## src/hw/rtl/tournament_branch_predictor_defines.svh

```systemverilog
// Assertion macros shared by the tournament branch predictor RTL.
`ifndef TOURNAMENT_BRANCH_PREDICTOR_DEFINES_SVH
`define TOURNAMENT_BRANCH_PREDICTOR_DEFINES_SVH

`ifndef SYNTH
// Check a condition or implication at every clock edge out of reset.
`define TBP_ASSERT(lbl, prop, msg) \
  lbl: assert property (@(posedge clk) disable iff (!rst_n) (prop)) else $error(msg);
// Check that a trigger is followed in the next cycle by a condition.
`define TBP_ASSERT_NEXT(lbl, pre, post, msg) \
  lbl: assert property (@(posedge clk) disable iff (!rst_n) (pre) |=> (post)) else $error(msg);
`else
`define TBP_ASSERT(lbl, prop, msg)
`define TBP_ASSERT_NEXT(lbl, pre, post, msg)
`endif

`endif

```

## src/hw/rtl/tbp_pkg.sv

```systemverilog
// Shared types, constants and counter helpers for the tournament branch predictor.
package tbp_pkg;

  localparam int HISTORY_BITS_DEF = 13;
  localparam int BIMODAL_BITS_DEF = 12;

  localparam int CTR_W       = 2;
  localparam int PC_W        = 32;
  localparam int IN_TDATA_W  = 40;
  localparam int OUT_TDATA_W = 8;
  localparam int PC_LSB      = 0;
  localparam int OUTCOME_BIT = 32;

  typedef logic [CTR_W-1:0] ctr_t;

  localparam ctr_t CTR_MAX       = 2'd3;
  localparam ctr_t CTR_MIN       = 2'd0;
  localparam ctr_t CTR_TAKEN_MIN = 2'd2;

  typedef enum logic {
    KIND_PREDICT = 1'b0,
    KIND_TRAIN   = 1'b1
  } kind_t;

  // Move a 2-bit counter one step toward the given direction, saturating.
  function automatic ctr_t sat_step(ctr_t c, logic up);
    ctr_t r;
    if (up) begin
      r = (c == CTR_MAX) ? c : ctr_t'(c + ctr_t'(1));
    end else begin
      r = (c == CTR_MIN) ? c : ctr_t'(c - ctr_t'(1));
    end
    return r;
  endfunction

  function automatic logic ctr_taken(ctr_t c);
    return (c >= CTR_TAKEN_MIN);
  endfunction

endpackage

```

## src/hw/rtl/tbp_clear.sv

```systemverilog
// Post-reset sweep sequencer that walks every table address once.
module tbp_clear #(
  parameter int ADDR_W = tbp_pkg::HISTORY_BITS_DEF
) (
  input  logic              clk,
  input  logic              rst_n,
  output logic              busy,
  output logic [ADDR_W-1:0] addr
);

  logic              busy_r;
  logic [ADDR_W-1:0] addr_r;

  always_ff @(posedge clk) begin
    if (!rst_n) begin
      busy_r <= 1'b1;
      addr_r <= '0;
    end else if (busy_r) begin
      addr_r <= addr_r + ADDR_W'(1);
      if (addr_r == '1) begin
        busy_r <= 1'b0;
      end
    end
  end

  assign busy = busy_r;
  assign addr = addr_r;

endmodule

```

## config.mk

```make
export PLATFORM = sky130hd
export DESIGN_NAME = tbp_clear
export DESIGN_NICKNAME = d
export VERILOG_FILES = /design/src/hw/rtl/tournament_branch_predictor_defines.svh /design/src/hw/rtl/tbp_pkg.sv /design/src/hw/rtl/tbp_clear.sv
export SDC_FILE = /design/constraint.sdc
export NUM_CORES = 1
export LEC_CHECK = 0
export BUFFER_PORTS_ARGS = -buffer_cell sky130_fd_sc_hd__clkbuf_2
export CAP_MARGIN = 30
export CORE_MARGIN = 2
export CORE_UTILIZATION = 30
export CTS_CLUSTER_SIZE = 14
export DETAILED_ROUTE_END_ITERATION = 10
export PLACE_DENSITY = 0.58
export SETUP_SLACK_MARGIN = 0.1
export SYNTH_ARGS = -nofsm -noshare
export SYNTH_HDL_FRONTEND = slang
export SYNTH_SLANG_ARGS = --single-unit
```

## constraint.sdc

```tcl
create_clock -name clk -period 2.1 [get_ports clk]
set_input_delay 0.42 -clock clk [delete_from_list [all_inputs] [get_ports clk]]
set_output_delay 0.42 -clock clk [all_outputs]
set_load 0.01 [all_outputs]
```

### After elaboration in Yosys (flattened, before gate mapping)

Cells that the tools add are included.

| operators by class | value |
|---|---|
| add/sub/neg operators | 1 |
| equality and inequality tests | 1 |
| mux-type cells | 2 |

Operator list:

| kind | number |
|---|---|
| adder 13 x 1 -> 13 bit, second input constant | 1 |
| == test 13 bit, second input constant | 1 |
| 2-to-1 mux 1 bit | 2 |

| storage, ports and cells | value |
|---|---|
| register bits | 14 |

### Longest topological paths before layout

| logic depth | value |
|---|---|
| word-level depth | 3 |
| depth in mapped cells | 5 |
| mapped depth without buffers | 4 |

### Least setup slack after synthesis

No wires, ideal clock.

| timing | value |
|---|---|
| path kind | register -> register |
| start point | reg addr_r[0], in the netlist addr[0] |
| end point | reg addr_r[12], in the netlist addr[12] |
| setup time | 0.070 ns |
| data arrival time | 1.332 ns |
| data required time | 2.030 ns |
| slack | 0.698 ns |
| cell stages (with the launch flop) | 5 |
| clock period less this slack | 1.402 ns |
| cell sequence | dfxtp_1 > ha_1 > nand4_1 > or4_1 > a21oi_1 |

| between the ends | value |
|---|---|
| cells in the longest elaborated chain, start to end | 1 |

RTL lines:

| what | line | source |
|---|---|---|
| start, declared | tbp_clear.sv:12 | `logic [ADDR_W-1:0] addr_r;` |
| start signal, assigned | tbp_clear.sv:19 | `addr_r <= addr_r + ADDR_W'(1);` |
| adder 13 x 1 -> 13 bit | tbp_clear.sv:19 |  |

No other way between the ends.
A chain may end at the register's enable or synchronous reset.

==> results.json <==
{
  "status": "finished clean",
  "max_freq_ghz": 0.6023,
  "synthTopCellsByArea": "dfxtp_1 44%, o31ai_1 7.1%, or4_1 5.9%",
  "synth_ff_type": "dfxtp_1",
  "hold_depth": 2,
  "yosysWarningCount": 0,
  "nets": 90,
  "grt_pass1_vias": 488,
  "root_buffer": "clkbuf_4",
  "rsz0062_at_grt": "false",
  "cts_max_path_buffers": 2,
  "fillers": 226,
  "powerDensity_nw_per_um2": 607.2,
  "maxSlewViolCount": 0,
  "setup_slack_ps": 439.7,
  "num_io_pins": 16,
  "synth_top_family_by_area": "simple AND/OR/NAND/NOR gates",
  "power.leakage_nw": 0.2804,
  "postSynth.asyncResetShare_pct": 0,
  "netlist_area_sq_um": 633.1,
  "synth_top_cell_by_area": "dfxtp_1",
  "worstPathRequired_ps": 2310,
  "r2r_setup_slack_ps": 440,
  "htreeDepth": 1,
  "post_drt_wl_per_cell_um": 10.90,
  "num_antenna_cells": 0,
  "synthMuxAreaShare_pct": 3.162,
  "r2r_cells": 3,
  "skew_ps": 3.286,
  "synth-simple-area-share_pct": 24.90,
  "dieWidth_um": 49.94,
  "relSlewSlack_pct": 75.66,
  "hold_viol": 0,
  "r2r-end": "addr[10]",
  "syn_avg_cell_area_sq_um": 9.044,
  "cts_buffers": 3,
  "hold_end": "busy",
  "pre_cts_slack_ps": 470.2,
  "io_buffer_count": 15,
  "synth_edf_count": 0,
  "synth_compound_area_share_pct": 14.23,
  "placedCellCount": 109,
  "via_per_inst": 5.000,
  "arrival_ps": 1870,
  "yosys.area_share.adder_pct": 1.976,
  "cts_setup_buffers": 0,
  "clock_latency_ps": 270,
  "vias": 560,
  "grt_overflow": 0,
  "wl_mm": 1.221,
  "vdd_ir_drop_max_v": 0.0003109,
  "drc": 0,
  "hp-class": "input port to flip-flop",
  "antenna_found_initial": 0,
  "hold_slack_ps": 333.4,
  "synth_xor_area_share_pct": 5.534,
  "setup_viol": 0,
  "maxCapViolCount": 0,
  "ys_ff_latch": 14,
  "place.gp.congestion": 0.7533,
  "fin_setup_tns_ps": 0,
  "dr.pass1.iters": 4,
  "clock_sinks": 14,
  "worstSetupPathType": "flip-flop to flip-flop",
  "crit_path_end_kind": "flip-flop",
  "syn_nets": 73,
  "start_util_pct": 31.94,
  "grt_pass1_wl_mm": 2.208,
  "cp_max_fo": 15,
  "finalCriticalPeriod_ps": 1660,
  "grt_usage_pct": 11.68,
  "cts_tree": "yes",
  "fin_crit_sh_pct": 79.06,
  "stdcell_count": 112,
  "area_delta_synth_final_pct": 16.60,
  "ant_nets": 0,
  "seq_area_frac_synth_pct": 44.27,
  "rows": 16,
  "r2r-start": "busy",
  "drt_iter0_markers": 11,
  "drive_gt1_share_pct": 22.35,
  "grt_max_degree": 16,
  "worst_setup_path_start_kind": "flip-flop",
  "core_area_sq_um": 1982,
  "postLayoutCellArea_sq_um": 738.2,
  "max_slew.worst_pin.slew_ps": 361.7,
  "yosysTopAreaCellShare_pct": 44.27,
  "register_area_sq_um": 280.3,
  "cts_resized": 0,
  "dp_hpwl_um": 892.8,
  "path_clk_slew_ps": 80,
  "multiInputGateArea_sq_um": 315.3,
  "worstHoldStart": "rst_n",
  "dieArea_sq_um": 2494,
  "dpl_cell_area_sq_um": 715.7,
  "dieHeight_um": 49.94,
  "postCtsHoldBufs": 0,
  "synthCells": 70,
  "synth_cell_types": 20
}
worst max path at each step:
stage	startpoint	to	slack, ps	cells past startpoint
after floorplan	addr[0]	addr[12]	700	4
after global placement	busy	addr[10]	530	3
after CTS	busy	addr[10]	440	3
after global routing	busy	addr[10]	290	3
final	busy	addr[10]	440	3
after detailed placement	busy	addr[10]	470	3
stage by stage:
step           power, mW  util, %
6_report          0.4482    37.25
5_1_grt           0.4751    37.25
4_1_cts           0.4590    37.25
3_5_place_dp      0.3083    36.11
3_3_place_gp      0.3083    36.11
2_1_floorplan     0.2986        -
cells in the mapped netlist, types with 3 or more instances:
master and instances:
xor2_1 3, nor2_1 5, nand4_1 5, inv_1 3
o31ai_1 6, or4_1 5, nand2_1 6, dfxtp_1 14
a21oi_1 7
area by class of cell:
| type | instances | share of cell area (%) |
|---|---|---|
| clock buffer | 3 | 3.051 |
| timing repair buffer | 15 | 10.17 |
| inverter | 3 | 1.525 |
| sequential | 14 | 37.97 |
| multi-input combinational | 50 | 42.71 |
| tap | 27 | 4.576 |
worst max-delay path, stage by stage, from the launching register on:
cell and delay (ps):
dfxtp_1 510, nand4_2 350, or4_1 580, a21oi_1 150
flip-flops by register name, summed over array words and instances, names as in the netlist:
signal,flops
busy,1
addr,13
layout by cell type (no fill, tap or decap):
cell type and count:
nand3_1 2, or4_1 5, clkbuf_4 3, a21oi_1 7
o21ai_0 2, or3_1 2, xnor2_1 1, ha_1 1
nand4_1 5, nand4_2 1, dfxtp_1 14, clkbuf_2 15
nand2b_1 1, nand2_1 6, mux2i_1 2, nor4_1 1
nor2_1 5, inv_1 3, xor2_1 3, o31ai_1 6
power breakdown:
| group | leakage [nW] | switching [mW] | total, mW | internal [mW] |
|---|---|---|---|---|
| combinational | 0.153 | 0.0135 | 0.0235 | 0.00995 |
| clock | 0.0138 | 0.0806 | 0.147 | 0.0664 |
| sequential | 0.113 | 0.00770 | 0.278 | 0.270 |
| total | 0.280 | 0.102 | 0.448 | 0.346 |
cell families (layout without fill, tap and decap cells):
kind of cell / Yosys count / in the layout
AOI/OAI and AO/OA: 15 / 15
xor gates and xnor gates: 4 / 4
adders and majority gates: 1 / 1
buffers and inverters: 6 / 21
DFF: 14 / 14
muxes: 2 / 2
and+or+nand+nor: 28 / 28
routing by layer:
| metal | part of all wire (%) | up-vias | track usage [%] |
|---|---|---|---|
| met3 | 4.7 | 2 | 5.455 |
| met5 | 0 | - | 0 |
| met1 | 53 | 257 | 16.39 |
| met4 | 0.57 | 0 | 4.167 |
| li1 | - | 288 | - |
| met2 | 42 | 13 | 15.33 |
Note: power is estimated with default switching activity, not from simulation.
